[src/rtl/assert_macros.svh]
// Assertion helpers, sampled on clk, disabled during reset
`ifndef ASSERT_MACROS_SVH
`define ASSERT_MACROS_SVH

`define FFSA_ASSERT_SAME(lbl, ante, cons, msg) \
    lbl: assert property (@(posedge clk) disable iff (!rst_n) (ante) |-> (cons)) \
        else $error(msg);

`define FFSA_ASSERT_NEXT(lbl, ante, cons, msg) \
    lbl: assert property (@(posedge clk) disable iff (!rst_n) (ante) |=> (cons)) \
        else $error(msg);

`endif

[src/rtl/ffsa_pkg.sv]
package ffsa_pkg;

    localparam int SIZE_BITS   = 16;
    localparam int KIND_BITS   = 2;
    localparam int STATUS_BITS = 3;

    localparam logic [KIND_BITS-1:0] KIND_ALLOC   = 2'd0;
    localparam logic [KIND_BITS-1:0] KIND_FREE    = 2'd1;
    localparam logic [KIND_BITS-1:0] KIND_CREATE  = 2'd2;
    localparam logic [KIND_BITS-1:0] KIND_DESTROY = 2'd3;

    localparam logic [STATUS_BITS-1:0] ST_OK        = 3'd0;
    localparam logic [STATUS_BITS-1:0] ST_NO_POOL   = 3'd1;
    localparam logic [STATUS_BITS-1:0] ST_EXCEEDED  = 3'd2;
    localparam logic [STATUS_BITS-1:0] ST_NO_SPACE  = 3'd3;
    localparam logic [STATUS_BITS-1:0] ST_EXISTS    = 3'd4;
    localparam logic [STATUS_BITS-1:0] ST_NOT_FOUND = 3'd5;

    typedef enum logic [4:0] {
        OP_NONE,
        OP_LOAD,
        OP_CREATE,
        OP_DESTROY,
        OP_FINISH,
        OP_SCAN_INIT,
        OP_SCAN_RD,
        OP_SCAN_NEXT,
        OP_HIT,
        OP_EXACT,
        OP_SHUP_INIT,
        OP_SHUP_RD,
        OP_SHUP_WR,
        OP_SPLIT_LO,
        OP_SPLIT_HI,
        OP_FREE_HIT,
        OP_NX_RD,
        OP_NX_MERGE,
        OP_PV_RD,
        OP_PV_MERGE,
        OP_MERGE_WR,
        OP_SHDN_RD,
        OP_SHDN_WR,
        OP_SHDN_DONE
    } op_t;

    typedef enum logic [4:0] {
        S_IDLE,
        S_DECODE,
        S_SCAN_RD,
        S_SCAN_CHK,
        S_ALLOC_DEC,
        S_SHUP_RD,
        S_SHUP_WR,
        S_SPLIT_LO,
        S_SPLIT_HI,
        S_NX_RD,
        S_NX_CHK,
        S_PV_RD,
        S_PV_CHK,
        S_MERGE_WR,
        S_SHDN_RD,
        S_SHDN_WR,
        S_FIN
    } state_t;

    typedef struct packed {
        op_t                    op;
        logic [STATUS_BITS-1:0] status;
        logic                   in_ready;
    } ctl_cmd_t;

    typedef struct packed {
        logic                 in_valid;
        logic                 out_free;
        logic [KIND_BITS-1:0] kind;
        logic                 pool;
        logic                 exceeded;
        logic                 req_zero;
        logic                 is_null;
        logic                 idx_end;
        logic                 hit;
        logic                 exact;
        logic                 full;
        logic                 ptr_gt_idx;
        logic                 has_next;
        logic                 has_prev;
        logic                 rd_free;
        logic                 shdn_end;
    } dp_flags_t;

endpackage

[src/rtl/ffsa_if.sv]
interface ffsa_req_if;
    import ffsa_pkg::*;
    logic                 valid;
    logic                 ready;
    logic [KIND_BITS-1:0] kind;
    logic [SIZE_BITS-1:0] request_size;
    logic [SIZE_BITS-1:0] block_addr;
    logic                 block_null;

    modport source (output valid, kind, request_size, block_addr, block_null, input ready);
    modport sink (input valid, kind, request_size, block_addr, block_null, output ready);
endinterface

interface ffsa_rsp_if;
    import ffsa_pkg::*;
    logic                   valid;
    logic                   ready;
    logic [STATUS_BITS-1:0] status;
    logic [SIZE_BITS-1:0]   offset;

    modport source (output valid, status, offset, input ready);
    modport sink (input valid, status, offset, output ready);
endinterface

[src/rtl/ffsa_ram.sv]
module ffsa_ram #(
    parameter int WIDTH = 33,
    parameter int DEPTH = 32
) (
    input  logic                     clk,
    input  logic                     we,
    input  logic [$clog2(DEPTH)-1:0] waddr,
    input  logic [WIDTH-1:0]         wdata,
    input  logic [$clog2(DEPTH)-1:0] raddr,
    output logic [WIDTH-1:0]         rdata
);

    logic [WIDTH-1:0] mem [DEPTH];

    always_ff @(posedge clk)
    begin
        if (we)
        begin
            mem[waddr] <= wdata;
        end
        rdata <= mem[raddr];
    end

endmodule

[src/rtl/ffsa_ctrl.sv]
module ffsa_ctrl import ffsa_pkg::*; (
    input  logic      clk,
    input  logic      rst_n,
    input  dp_flags_t flags,
    output ctl_cmd_t  cmd
);

    state_t                 state_reg, state_next;
    logic [STATUS_BITS-1:0] st_reg, st_next;

    always_ff @(posedge clk or negedge rst_n)
    begin
        if (!rst_n)
        begin
            state_reg <= S_IDLE;
            st_reg    <= ST_OK;
        end
        else
        begin
            state_reg <= state_next;
            st_reg    <= st_next;
        end
    end

    always_comb
    begin
        state_next = state_reg;
        st_next    = st_reg;
        case (state_reg)
            S_IDLE:
            begin
                if (flags.in_valid)
                begin
                    state_next = S_DECODE;
                end
            end
            S_DECODE:
            begin
                state_next = S_FIN;
                st_next    = ST_OK;
                case (flags.kind)
                    KIND_CREATE:
                    begin
                        if (flags.pool)
                        begin
                            st_next = ST_EXISTS;
                        end
                    end
                    KIND_DESTROY:
                    begin
                        st_next = ST_OK;
                    end
                    KIND_ALLOC:
                    begin
                        if (!flags.pool)
                        begin
                            st_next = ST_NO_POOL;
                        end
                        else if (flags.exceeded)
                        begin
                            st_next = ST_EXCEEDED;
                        end
                        else if (flags.req_zero)
                        begin
                            st_next = ST_NO_SPACE;
                        end
                        else
                        begin
                            state_next = S_SCAN_RD;
                        end
                    end
                    default:
                    begin
                        if (flags.is_null)
                        begin
                            st_next = ST_OK;
                        end
                        else if (!flags.pool)
                        begin
                            st_next = ST_NO_POOL;
                        end
                        else
                        begin
                            state_next = S_SCAN_RD;
                        end
                    end
                endcase
            end
            S_SCAN_RD:
            begin
                if (flags.idx_end)
                begin
                    state_next = S_FIN;
                    st_next    = (flags.kind == KIND_ALLOC) ? ST_NO_SPACE : ST_NOT_FOUND;
                end
                else
                begin
                    state_next = S_SCAN_CHK;
                end
            end
            S_SCAN_CHK:
            begin
                if (!flags.hit)
                begin
                    state_next = S_SCAN_RD;
                end
                else if (flags.kind == KIND_ALLOC)
                begin
                    state_next = S_ALLOC_DEC;
                end
                else
                begin
                    state_next = S_NX_RD;
                end
            end
            S_ALLOC_DEC:
            begin
                if (flags.exact)
                begin
                    state_next = S_FIN;
                    st_next    = ST_OK;
                end
                else if (flags.full)
                begin
                    state_next = S_FIN;
                    st_next    = ST_NO_SPACE;
                end
                else
                begin
                    state_next = S_SHUP_RD;
                end
            end
            S_SHUP_RD:
            begin
                state_next = flags.ptr_gt_idx ? S_SHUP_WR : S_SPLIT_LO;
            end
            S_SHUP_WR:
            begin
                state_next = S_SHUP_RD;
            end
            S_SPLIT_LO:
            begin
                state_next = S_SPLIT_HI;
            end
            S_SPLIT_HI:
            begin
                state_next = S_FIN;
                st_next    = ST_OK;
            end
            S_NX_RD:
            begin
                state_next = flags.has_next ? S_NX_CHK : S_PV_RD;
            end
            S_NX_CHK:
            begin
                state_next = S_PV_RD;
            end
            S_PV_RD:
            begin
                state_next = flags.has_prev ? S_PV_CHK : S_MERGE_WR;
            end
            S_PV_CHK:
            begin
                state_next = S_MERGE_WR;
            end
            S_MERGE_WR:
            begin
                state_next = S_SHDN_RD;
            end
            S_SHDN_RD:
            begin
                if (flags.shdn_end)
                begin
                    state_next = S_FIN;
                    st_next    = ST_OK;
                end
                else
                begin
                    state_next = S_SHDN_WR;
                end
            end
            S_SHDN_WR:
            begin
                state_next = S_SHDN_RD;
            end
            S_FIN:
            begin
                if (flags.out_free)
                begin
                    state_next = S_IDLE;
                end
            end
            default:
            begin
                state_next = S_IDLE;
            end
        endcase
    end

    always_comb
    begin
        cmd          = '0;
        cmd.op       = OP_NONE;
        cmd.status   = st_reg;
        cmd.in_ready = 1'b0;
        case (state_reg)
            S_IDLE:
            begin
                cmd.in_ready = 1'b1;
                if (flags.in_valid)
                begin
                    cmd.op = OP_LOAD;
                end
            end
            S_DECODE:
            begin
                case (flags.kind)
                    KIND_CREATE:
                    begin
                        if (!flags.pool)
                        begin
                            cmd.op = OP_CREATE;
                        end
                    end
                    KIND_DESTROY:
                    begin
                        cmd.op = OP_DESTROY;
                    end
                    default:
                    begin
                        cmd.op = OP_SCAN_INIT;
                    end
                endcase
            end
            S_SCAN_RD:
            begin
                if (!flags.idx_end)
                begin
                    cmd.op = OP_SCAN_RD;
                end
            end
            S_SCAN_CHK:
            begin
                if (!flags.hit)
                begin
                    cmd.op = OP_SCAN_NEXT;
                end
                else if (flags.kind == KIND_ALLOC)
                begin
                    cmd.op = OP_HIT;
                end
                else
                begin
                    cmd.op = OP_FREE_HIT;
                end
            end
            S_ALLOC_DEC:
            begin
                if (flags.exact)
                begin
                    cmd.op = OP_EXACT;
                end
                else if (!flags.full)
                begin
                    cmd.op = OP_SHUP_INIT;
                end
            end
            S_SHUP_RD:
            begin
                if (flags.ptr_gt_idx)
                begin
                    cmd.op = OP_SHUP_RD;
                end
            end
            S_SHUP_WR:  cmd.op = OP_SHUP_WR;
            S_SPLIT_LO: cmd.op = OP_SPLIT_LO;
            S_SPLIT_HI: cmd.op = OP_SPLIT_HI;
            S_NX_RD:
            begin
                if (flags.has_next)
                begin
                    cmd.op = OP_NX_RD;
                end
            end
            S_NX_CHK:
            begin
                if (flags.rd_free)
                begin
                    cmd.op = OP_NX_MERGE;
                end
            end
            S_PV_RD:
            begin
                if (flags.has_prev)
                begin
                    cmd.op = OP_PV_RD;
                end
            end
            S_PV_CHK:
            begin
                if (flags.rd_free)
                begin
                    cmd.op = OP_PV_MERGE;
                end
            end
            S_MERGE_WR: cmd.op = OP_MERGE_WR;
            S_SHDN_RD:  cmd.op = flags.shdn_end ? OP_SHDN_DONE : OP_SHDN_RD;
            S_SHDN_WR:  cmd.op = OP_SHDN_WR;
            S_FIN:
            begin
                if (flags.out_free)
                begin
                    cmd.op = OP_FINISH;
                end
            end
            default:    cmd.op = OP_NONE;
        endcase
    end

endmodule

[src/rtl/ffsa_dp.sv]
module ffsa_dp import ffsa_pkg::*; #(
    parameter int MAX_SEGMENTS = 32,
    parameter int OFFSET_BITS  = 16
) (
    input  logic                 clk,
    input  logic                 rst_n,
    input  logic [SIZE_BITS-1:0] pool_size,
    input  ctl_cmd_t             cmd,
    output dp_flags_t            flags,
    ffsa_req_if.sink             req,
    ffsa_rsp_if.source           rsp
);

    localparam int AW = $clog2(MAX_SEGMENTS);
    localparam int IW = $clog2(MAX_SEGMENTS + 1);
    localparam int OW = OFFSET_BITS;
    localparam int EW = OW + SIZE_BITS + 1;

    logic [KIND_BITS-1:0]   kind_reg;
    logic [SIZE_BITS-1:0]   req_reg;
    logic [SIZE_BITS-1:0]   addr_reg;
    logic                   null_reg;
    logic                   pool_reg;
    logic [SIZE_BITS-1:0]   used_reg;
    logic [IW-1:0]          count_reg;
    logic [IW-1:0]          idx_reg;
    logic [IW-1:0]          ptr_reg;
    logic [OW-1:0]          hit_start_reg;
    logic [SIZE_BITS-1:0]   hit_size_reg;
    logic [SIZE_BITS-1:0]   acc_reg;
    logic [OW-1:0]          base_reg;
    logic                   nfree_reg;
    logic                   pfree_reg;
    logic                   out_valid_reg;
    logic [STATUS_BITS-1:0] out_status_reg;
    logic [SIZE_BITS-1:0]   out_offset_reg;

    logic                   we;
    logic [AW-1:0]          waddr;
    logic [EW-1:0]          wdata;
    logic [AW-1:0]          raddr;
    logic [EW-1:0]          rdata;
    logic [OW-1:0]          rd_start;
    logic [SIZE_BITS-1:0]   rd_size;
    logic                   rd_free;

    logic [OW+15:0]         req_wide;
    logic [OW+15:0]         addr_wide;
    logic [OW+15:0]         hit_wide;
    logic [1:0]             drop;
    logic [IW-1:0]          drop_w;
    logic [IW-1:0]          idx_p1;

    assign rd_start  = rdata[EW-1 -: OW];
    assign rd_size   = rdata[SIZE_BITS:1];
    assign rd_free   = rdata[0];
    assign req_wide  = {{OW{1'b0}}, req_reg};
    assign addr_wide = {{OW{1'b0}}, addr_reg};
    assign hit_wide  = {16'b0, hit_start_reg};
    assign drop      = {1'b0, nfree_reg} + {1'b0, pfree_reg};
    assign drop_w    = IW'(drop);
    assign idx_p1    = idx_reg + IW'(1);

    ffsa_ram #(
        .WIDTH (EW),
        .DEPTH (MAX_SEGMENTS)
    ) u_ram (
        .clk   (clk),
        .we    (we),
        .waddr (waddr),
        .wdata (wdata),
        .raddr (raddr),
        .rdata (rdata)
    );

    always_comb
    begin
        raddr = idx_reg[AW-1:0];
        case (cmd.op)
            OP_SHUP_RD, OP_SHDN_RD: raddr = ptr_reg[AW-1:0];
            OP_NX_RD:               raddr = idx_p1[AW-1:0];
            OP_PV_RD:               raddr = idx_reg[AW-1:0] - AW'(1);
            default:                raddr = idx_reg[AW-1:0];
        endcase
    end

    always_comb
    begin
        we    = 1'b0;
        waddr = idx_reg[AW-1:0];
        wdata = {hit_start_reg, hit_size_reg, 1'b0};
        case (cmd.op)
            OP_CREATE:
            begin
                we    = 1'b1;
                waddr = '0;
                wdata = {{OW{1'b0}}, pool_size, 1'b1};
            end
            OP_EXACT:
            begin
                we = 1'b1;
            end
            OP_SHUP_WR:
            begin
                we    = 1'b1;
                waddr = ptr_reg[AW-1:0] + AW'(1);
                wdata = rdata;
            end
            OP_SPLIT_LO:
            begin
                we    = 1'b1;
                wdata = {hit_start_reg, req_reg, 1'b0};
            end
            OP_SPLIT_HI:
            begin
                we    = 1'b1;
                waddr = idx_p1[AW-1:0];
                wdata = {hit_start_reg + req_wide[OW-1:0], hit_size_reg - req_reg, 1'b1};
            end
            OP_MERGE_WR:
            begin
                we    = 1'b1;
                waddr = idx_reg[AW-1:0] - AW'(pfree_reg);
                wdata = {base_reg, acc_reg, 1'b1};
            end
            OP_SHDN_WR:
            begin
                we    = 1'b1;
                waddr = ptr_reg[AW-1:0] - AW'(drop);
                wdata = rdata;
            end
            default:
            begin
                we = 1'b0;
            end
        endcase
    end

    always_ff @(posedge clk or negedge rst_n)
    begin
        if (!rst_n)
        begin
            pool_reg      <= 1'b0;
            used_reg      <= '0;
            count_reg     <= '0;
            out_valid_reg <= 1'b0;
        end
        else
        begin
            if (cmd.op == OP_FINISH)
            begin
                out_valid_reg <= 1'b1;
            end
            else if (rsp.valid && rsp.ready)
            begin
                out_valid_reg <= 1'b0;
            end
            case (cmd.op)
                OP_CREATE:
                begin
                    pool_reg  <= 1'b1;
                    used_reg  <= '0;
                    count_reg <= (pool_size != '0) ? IW'(1) : '0;
                end
                OP_DESTROY:
                begin
                    pool_reg  <= 1'b0;
                    used_reg  <= '0;
                    count_reg <= '0;
                end
                OP_EXACT:
                begin
                    used_reg <= used_reg + req_reg;
                end
                OP_SPLIT_LO:
                begin
                    used_reg  <= used_reg + req_reg;
                    count_reg <= count_reg + IW'(1);
                end
                OP_FREE_HIT:
                begin
                    used_reg <= used_reg - rd_size;
                end
                OP_SHDN_DONE:
                begin
                    count_reg <= count_reg - drop_w;
                end
                default:
                begin
                end
            endcase
        end
    end

    always_ff @(posedge clk)
    begin
        case (cmd.op)
            OP_LOAD:
            begin
                kind_reg <= req.kind;
                req_reg  <= req.request_size;
                addr_reg <= req.block_addr;
                null_reg <= req.block_null;
            end
            OP_SCAN_INIT:
            begin
                idx_reg <= '0;
            end
            OP_SCAN_NEXT:
            begin
                idx_reg <= idx_p1;
            end
            OP_HIT:
            begin
                hit_start_reg <= rd_start;
                hit_size_reg  <= rd_size;
            end
            OP_SHUP_INIT:
            begin
                ptr_reg <= count_reg - IW'(1);
            end
            OP_SHUP_WR:
            begin
                ptr_reg <= ptr_reg - IW'(1);
            end
            OP_FREE_HIT:
            begin
                acc_reg   <= rd_size;
                base_reg  <= rd_start;
                nfree_reg <= 1'b0;
                pfree_reg <= 1'b0;
            end
            OP_NX_MERGE:
            begin
                acc_reg   <= acc_reg + rd_size;
                nfree_reg <= 1'b1;
            end
            OP_PV_MERGE:
            begin
                acc_reg   <= acc_reg + rd_size;
                base_reg  <= rd_start;
                pfree_reg <= 1'b1;
            end
            OP_MERGE_WR:
            begin
                ptr_reg <= idx_p1 + IW'(nfree_reg);
            end
            OP_SHDN_WR:
            begin
                ptr_reg <= ptr_reg + IW'(1);
            end
            OP_FINISH:
            begin
                out_status_reg <= cmd.status;
                out_offset_reg <= (cmd.status == ST_OK && kind_reg == KIND_ALLOC)
                                  ? hit_wide[15:0] : '0;
            end
            default:
            begin
            end
        endcase
    end

    always_comb
    begin
        flags.in_valid   = req.valid;
        flags.out_free   = !out_valid_reg || rsp.ready;
        flags.kind       = kind_reg;
        flags.pool       = pool_reg;
        flags.exceeded   = ({1'b0, used_reg} + {1'b0, req_reg}) > {1'b0, pool_size};
        flags.req_zero   = (req_reg == '0);
        flags.is_null    = null_reg;
        flags.idx_end    = (idx_reg >= count_reg);
        flags.hit        = (kind_reg == KIND_ALLOC)
                           ? (rd_free && rd_size >= req_reg)
                           : (!rd_free && rd_start == addr_wide[OW-1:0]);
        flags.exact      = (hit_size_reg == req_reg);
        flags.full       = (count_reg >= IW'(MAX_SEGMENTS));
        flags.ptr_gt_idx = (ptr_reg > idx_reg);
        flags.has_next   = (idx_p1 < count_reg);
        flags.has_prev   = (idx_reg != '0);
        flags.rd_free    = rd_free;
        flags.shdn_end   = (drop == 2'd0) || (ptr_reg >= count_reg);
    end

    assign req.ready  = cmd.in_ready;
    assign rsp.valid  = out_valid_reg;
    assign rsp.status = out_status_reg;
    assign rsp.offset = out_offset_reg;

endmodule

[src/rtl/first_fit_segment_allocator.sv]
// Channel  Dir  Fields                                          Handshake
// req      in   kind, request_size, block_addr, block_null      valid/ready
// rsp      out  status, offset                                  valid/ready
// apb      in   paddr, pwdata (pool_size), prdata               psel/penable/pready
//
// One request at a time. Create, destroy and early rejects go from decode
// straight to finish. Alloc and free scan the segment table one entry at a
// time through the single read port of the table RAM, then shift the entries
// past the hit one by one, opening or closing the gap of a split or merge.
// Reset clears pool, count and used total; the table needs no clearing.
// A finished response waits in the output register; the next request is
// taken meanwhile and stalls only at its own finish.
`include "assert_macros.svh"

module first_fit_segment_allocator import ffsa_pkg::*; #(
    parameter int MAX_SEGMENTS = 32,
    parameter int OFFSET_BITS  = 16
) (
    input  logic        clk,
    input  logic        rst_n,
    ffsa_req_if.sink    req,
    ffsa_rsp_if.source  rsp,
    input  logic        psel,
    input  logic        penable,
    input  logic        pwrite,
    input  logic [1:0]  paddr,
    input  logic [31:0] pwdata,
    output logic [31:0] prdata,
    output logic        pready
);

    logic [SIZE_BITS-1:0] pool_size_reg;
    ctl_cmd_t             cmd;
    dp_flags_t            flags;

    always_ff @(posedge clk or negedge rst_n)
    begin
        if (!rst_n)
        begin
            pool_size_reg <= '0;
        end
        else if (psel && penable && pwrite && paddr == 2'd0)
        begin
            pool_size_reg <= pwdata[SIZE_BITS-1:0];
        end
    end

    assign pready = 1'b1;
    assign prdata = (paddr == 2'd0) ? {16'b0, pool_size_reg} : '0;

    ffsa_ctrl u_ctrl (
        .clk   (clk),
        .rst_n (rst_n),
        .flags (flags),
        .cmd   (cmd)
    );

    ffsa_dp #(
        .MAX_SEGMENTS (MAX_SEGMENTS),
        .OFFSET_BITS  (OFFSET_BITS)
    ) u_dp (
        .clk       (clk),
        .rst_n     (rst_n),
        .pool_size (pool_size_reg),
        .cmd       (cmd),
        .flags     (flags),
        .req       (req),
        .rsp       (rsp)
    );

    `FFSA_ASSERT_NEXT(a_busy_after_req, req.valid && req.ready, !req.ready, "ready after request")
    `FFSA_ASSERT_SAME(a_ofs_zero, rsp.valid && rsp.status != ST_OK, rsp.offset == '0, "offset on error")
    `FFSA_ASSERT_SAME(a_status_range, rsp.valid, rsp.status <= ST_NOT_FOUND, "bad status code")

endmodule

[src/flat_wrapper.sv]
// flat-port wrapper written by rule: the top's interface ports become plain ports
module first_fit_segment_allocator_flat import ffsa_pkg::*;
#(
    parameter int MAX_SEGMENTS = 32,
    parameter int OFFSET_BITS  = 16
)
  (clk, rst_n, psel, penable, pwrite, paddr, pwdata, prdata, pready, req_valid, req_kind, req_request_size, req_block_addr, req_block_null, req_ready, rsp_valid, rsp_status, rsp_offset, rsp_ready);
  ffsa_req_if req_i ();
  ffsa_rsp_if rsp_i ();
  input  logic clk;
  input  logic rst_n;
  input  logic psel;
  input  logic penable;
  input  logic pwrite;
  input  logic [1:0] paddr;
  input  logic [31:0] pwdata;
  output logic [31:0] prdata;
  output logic pready;
  input wire logic [$bits(req_i.valid)-1:0] req_valid;
  input wire logic [$bits(req_i.kind)-1:0] req_kind;
  input wire logic [$bits(req_i.request_size)-1:0] req_request_size;
  input wire logic [$bits(req_i.block_addr)-1:0] req_block_addr;
  input wire logic [$bits(req_i.block_null)-1:0] req_block_null;
  output wire logic [$bits(req_i.ready)-1:0] req_ready;
  output wire logic [$bits(rsp_i.valid)-1:0] rsp_valid;
  output wire logic [$bits(rsp_i.status)-1:0] rsp_status;
  output wire logic [$bits(rsp_i.offset)-1:0] rsp_offset;
  input wire logic [$bits(rsp_i.ready)-1:0] rsp_ready;
  assign req_i.valid = req_valid;
  assign req_i.kind = req_kind;
  assign req_i.request_size = req_request_size;
  assign req_i.block_addr = req_block_addr;
  assign req_i.block_null = req_block_null;
  assign req_ready = req_i.ready;
  assign rsp_valid = rsp_i.valid;
  assign rsp_status = rsp_i.status;
  assign rsp_offset = rsp_i.offset;
  assign rsp_i.ready = rsp_ready;
  first_fit_segment_allocator #(.MAX_SEGMENTS(MAX_SEGMENTS), .OFFSET_BITS(OFFSET_BITS)) u_core (.clk(clk), .rst_n(rst_n), .req(req_i), .rsp(rsp_i), .psel(psel), .penable(penable), .pwrite(pwrite), .paddr(paddr), .pwdata(pwdata), .prdata(prdata), .pready(pready));
endmodule
[config.mk]
export PLATFORM = sky130hd
export DESIGN_NAME = first_fit_segment_allocator_flat
export DESIGN_NICKNAME = d
export VERILOG_FILES = /design/src/rtl/ffsa_pkg.sv /design/src/rtl/ffsa_if.sv /design/src/rtl/ffsa_ram.sv /design/src/rtl/ffsa_ctrl.sv /design/src/rtl/ffsa_dp.sv /design/src/rtl/first_fit_segment_allocator.sv /design/src/flat_wrapper.sv
export VERILOG_INCLUDE_DIRS = /design/src /design/src/rtl
export SDC_FILE = /design/constraint.sdc
export NUM_CORES = 2
export LEC_CHECK = 0
export BUFFER_PORTS_ARGS = -buffer_cell sky130_fd_sc_hd__buf_2
export CAP_MARGIN = 20
export CORE_ASPECT_RATIO = 1.25
export CORE_UTILIZATION = 55
export DETAILED_ROUTE_END_ITERATION = 10
export PLACE_DENSITY = 0.8
export SYNTH_ARGS = -nofsm -noshare
export SYNTH_HDL_FRONTEND = slang
export SYNTH_SLANG_ARGS = --single-unit
[constraint.sdc]
create_clock -name clk -period 9.4 [get_ports clk]
set_input_delay 0.94 -clock clk [delete_from_list [all_inputs] [get_ports clk]]
set_output_delay 0.94 -clock clk [all_outputs]
set_load 0.01 [all_outputs]
==> metrics.md <==
| Metric | Value |
|---|---|
| Post-synth EDFFs | 1188 |
| Initial DRC Count | 4389 |
| Adder-cell share of the synthesized area | 3.82% |
| CTS clk-pin slew, worst paths | 70 ps |
| CP startpoint | u_core.u_dp.idx_reg[3] |
| Crit path capture type | flop |
| Fillers | 7223 |
| Syn. warnings | 0 |
| Clk buf depth | 3 |
| Biggest regs | u_core.u_dp.u_ram.mem (1056), u_core.u_dp.u_ram.rdata (33) |
| Clock latency on the worst-skew pair | 730 ps |
| Post-CTS sizing | 0 |
| Overall Global Routing Usage | 26.4% |
| Full die area | 103000 um2 |
| Pwr Density | 235 nW/um2 |
| Post-Synth Simple-Gate Area | 14.3% |
| Worst path top cell family by delay | simple AND/OR/NAND/NOR gates |
| Rows | 130 |
| CTS Buf Count | 111 |
| Tightest Hold Check Type | primary input to async pin |
| Antenna diodes | 0 |
| Worst VDD drop | 0.164 mV |
| Compound-gate portion of the synthesized area | 8.32% |
| Reported max-cap violation count | 0 |
| Avg Inst Size Synth | 12.5 um2 |
| Multi-input logic area | 17400 um2 |
| Layout cell share with drive strength beyond 1 | 9.95% |
| Crit path time final | 6050 ps |
| Sequential share of the synthesized area | 67.2% |
| Setup violators final | 0 |
| Leakage | 22.3 nW |
| Design Area, Final | 61900 um2 |
| Die H | 358 um |
| Sink Count | 1269 |
| WL final | 138000 um |
| Mux cell area share after synthesis | 2.00% |
| Fin. Hold Viols | 0 |
| Setup TNS | 0 ps |
| Synth Cell Area | 55900 um2 |
| Main combinational cell family by area after synthesis | simple AND/OR/NAND/NOR gates |
| DRC errors left | 0 |
| Via-to-Cell Ratio | 6.19 |
| FMAX | 0.165 GHz |
| Slew @ Worst Pin | 1150 ps |
| Cells after Synth | 4456 |
| CP Buf/Inv Count | 2 |
| Largest register FFs | 1056 |
| Worst r2r dst | u_core.u_dp.u_ram.mem[4][4] |
| Placed inst area | 58100 um2 |
| Flop2flop setup slack | 3350 ps |
| Via count of the routed design | 36800 |
| R2r startpoint | u_core.u_dp.idx_reg[3] |
| Floorplan core area | 101000 um2 |
| Ys async rst share | 3.78% |
| Xor/xnor share of the synthesized area | 1.77% |
| Final Max Slew Viols | 0 |
| FF+latch count, synth | 1269 |
| Top FF cell, synth | edfxtp_1 |
| Root buf cell | clkbuf_16 |
| Post-CTS Repair Setup Buffers | 0 |
| Ports | 130 |
| Critical Path Start Type | flop |
| Number of global-route vias before repair | 35700 |
| Critical-path cell list | clkinv_1 > ha_1 > a41o_1 > a21oi_1 > a211oi_2 > nor4_4 > o21ai_0 > nor2_1 > buf_4 > nor3_2 > or3_1 > o21ai_1 > nand3_1 > nor2_4 |
| Clock skew | 32.2 ps |
| Hpwl dp | 83000 um |
| CP required | 9730 ps |
| Crit Path Max Fanout | 33 |
| DR pass1 iterations | 7 |
| Total Power | 0.0146 W |
| CP peak stage delay | 1160 ps |
| TritonCTS clock tree | built |
| Routed length per instance | 23.2 um |
| Final Net Count | 4769 |
| Cell variety after synth | 93 |
| Post-DRT Antenna Nets | 0 |
| Area share of the largest cell type after synthesis | 63.8% |
| Top cells by area, synth | edfxtp_1 64%, nand2_1 6.2%, ha_1 3.5%, nand3_1 2.9%, dfrtp_1 2.1% |
| Final period utilization | 64.3% |
| Register area | 37500 um2 |
| RSZ-0062 raised after global routing | no |
| Placer Congestion | 0.948 |
| Port bufs | 96 |
| Post-synth top area cell | edfxtp_1 |
| CP max stage cell | nor2_4 |
| Count leader, synth | edfxtp_1 |
| P&R area growth vs syn | 10.8% |
| Largest net degree at the start of global routing | 174 |
| H-tree Lvls | 3 |
| Critical path type | flop to flop |
| Number of hold buffers added after cts | 0 |
| R2R depth | 14 |
| Synth cell count leaders | 1188 x edfxtp_1, 918 x nand2_1, 327 x nand3_1, 234 x a21oi_1, 186 x nor2_1 |
| Largest Register | u_core.u_dp.u_ram.mem |
| Initial core utilization | 55.5% |
| Grt total ovfl | 0 |
| Slew Limit Headroom | 23.6% |
| First-pass GRT wire length | 206000 um |
| Initial antenna violation count | 0 |
| Die X | 287 um |
| Status | completed |
| Worst path arrival time | 6380 ps |
cell families (layout without fill, tap and decap cells):
family / Yosys count / in the layout
AND/OR/NAND/NOR: 1753 / 1753
adder cells (fa/ha/maj): 166 / 166
AO/OA/AOI/OAI: 700 / 700
multiplexers: 111 / 111
other: 2 / 17
XOR/XNOR: 112 / 112
buffers and inverters: 343 / 494
flip-flops: 1269 / 1269
layout by cell type, fill, tap and decap left out, types with 74 or more instances in the layout:
| cell | count |
|---|---|
| inv_1 | 93 |
| buf_2 | 96 |
| a32oi_1 | 101 |
| nor2_1 | 151 |
| mux2i_1 | 104 |
| o21ai_0 | 92 |
| a21oi_1 | 228 |
| xnor2_1 | 74 |
| nand3_1 | 327 |
| clkbuf_16 | 113 |
| buf_4 | 77 |
| edfxtp_1 | 1188 |
| nand2_1 | 918 |
| ha_1 | 157 |
metrics by stage:
step | cells | hold slack, ps | utilization [%] | setup slack, ps
CTS | 5929 | 340 | 61.3 | 3400
floorplan | 4471 | 448 | - | 4170
detailed placement | 5722 | 488 | 57.7 | 3430
global route | 5942 | 377 | 61.5 | 3030
global placement | 5721 | 469 | 57.7 | 3560
finish | 5942 | 334 | 61.5 | 3350
layer usage:
metal / track usage [%] / vias to the layer above / wire length (um)
met5: 0 / - / 0
met4: 12.1 / 0 / 5730
met3: 3.62 / 343 / 12400
met2: 45.8 / 1933 / 69500
met1: 32.8 / 17800 / 50400
li1: - / 16700 / -
worst max-delay path by stage:
stage | endpoint | slack, ps | depth (start not counted)
after floorplan | u_core.u_dp.u_ram.mem[31][0] | 4170 | 10
after global placement | u_core.u_dp.u_ram.mem[4][4] | 3560 | 14
after detailed placement | u_core.u_dp.u_ram.mem[4][5] | 3430 | 14
after CTS | u_core.u_dp.u_ram.mem[4][9] | 3400 | 14
after global routing | u_core.u_dp.u_ram.mem[4][7] | 3030 | 14
final | u_core.u_dp.u_ram.mem[4][4] | 3350 | 14
area by class of cell:
cell class	instances	share of cell area (%)
flip-flops and latches	1269	60.6
inverters	95	0.576
well taps	1320	2.67
clock inverters	60	0.939
multi-input cells	2859	28.1
clock buffers	147	4.85
repair buffers	192	2.29
report_power, final:
group	internal [W]	total, W	leakage [nW]	switching [W]
clock network	0.00248	0.00451	1.72	0.00203
registers	0.00666	0.00701	11.6	0.000350
logic	0.00101	0.00307	8.91	0.00206
Power figures use the tool's default switching activity.
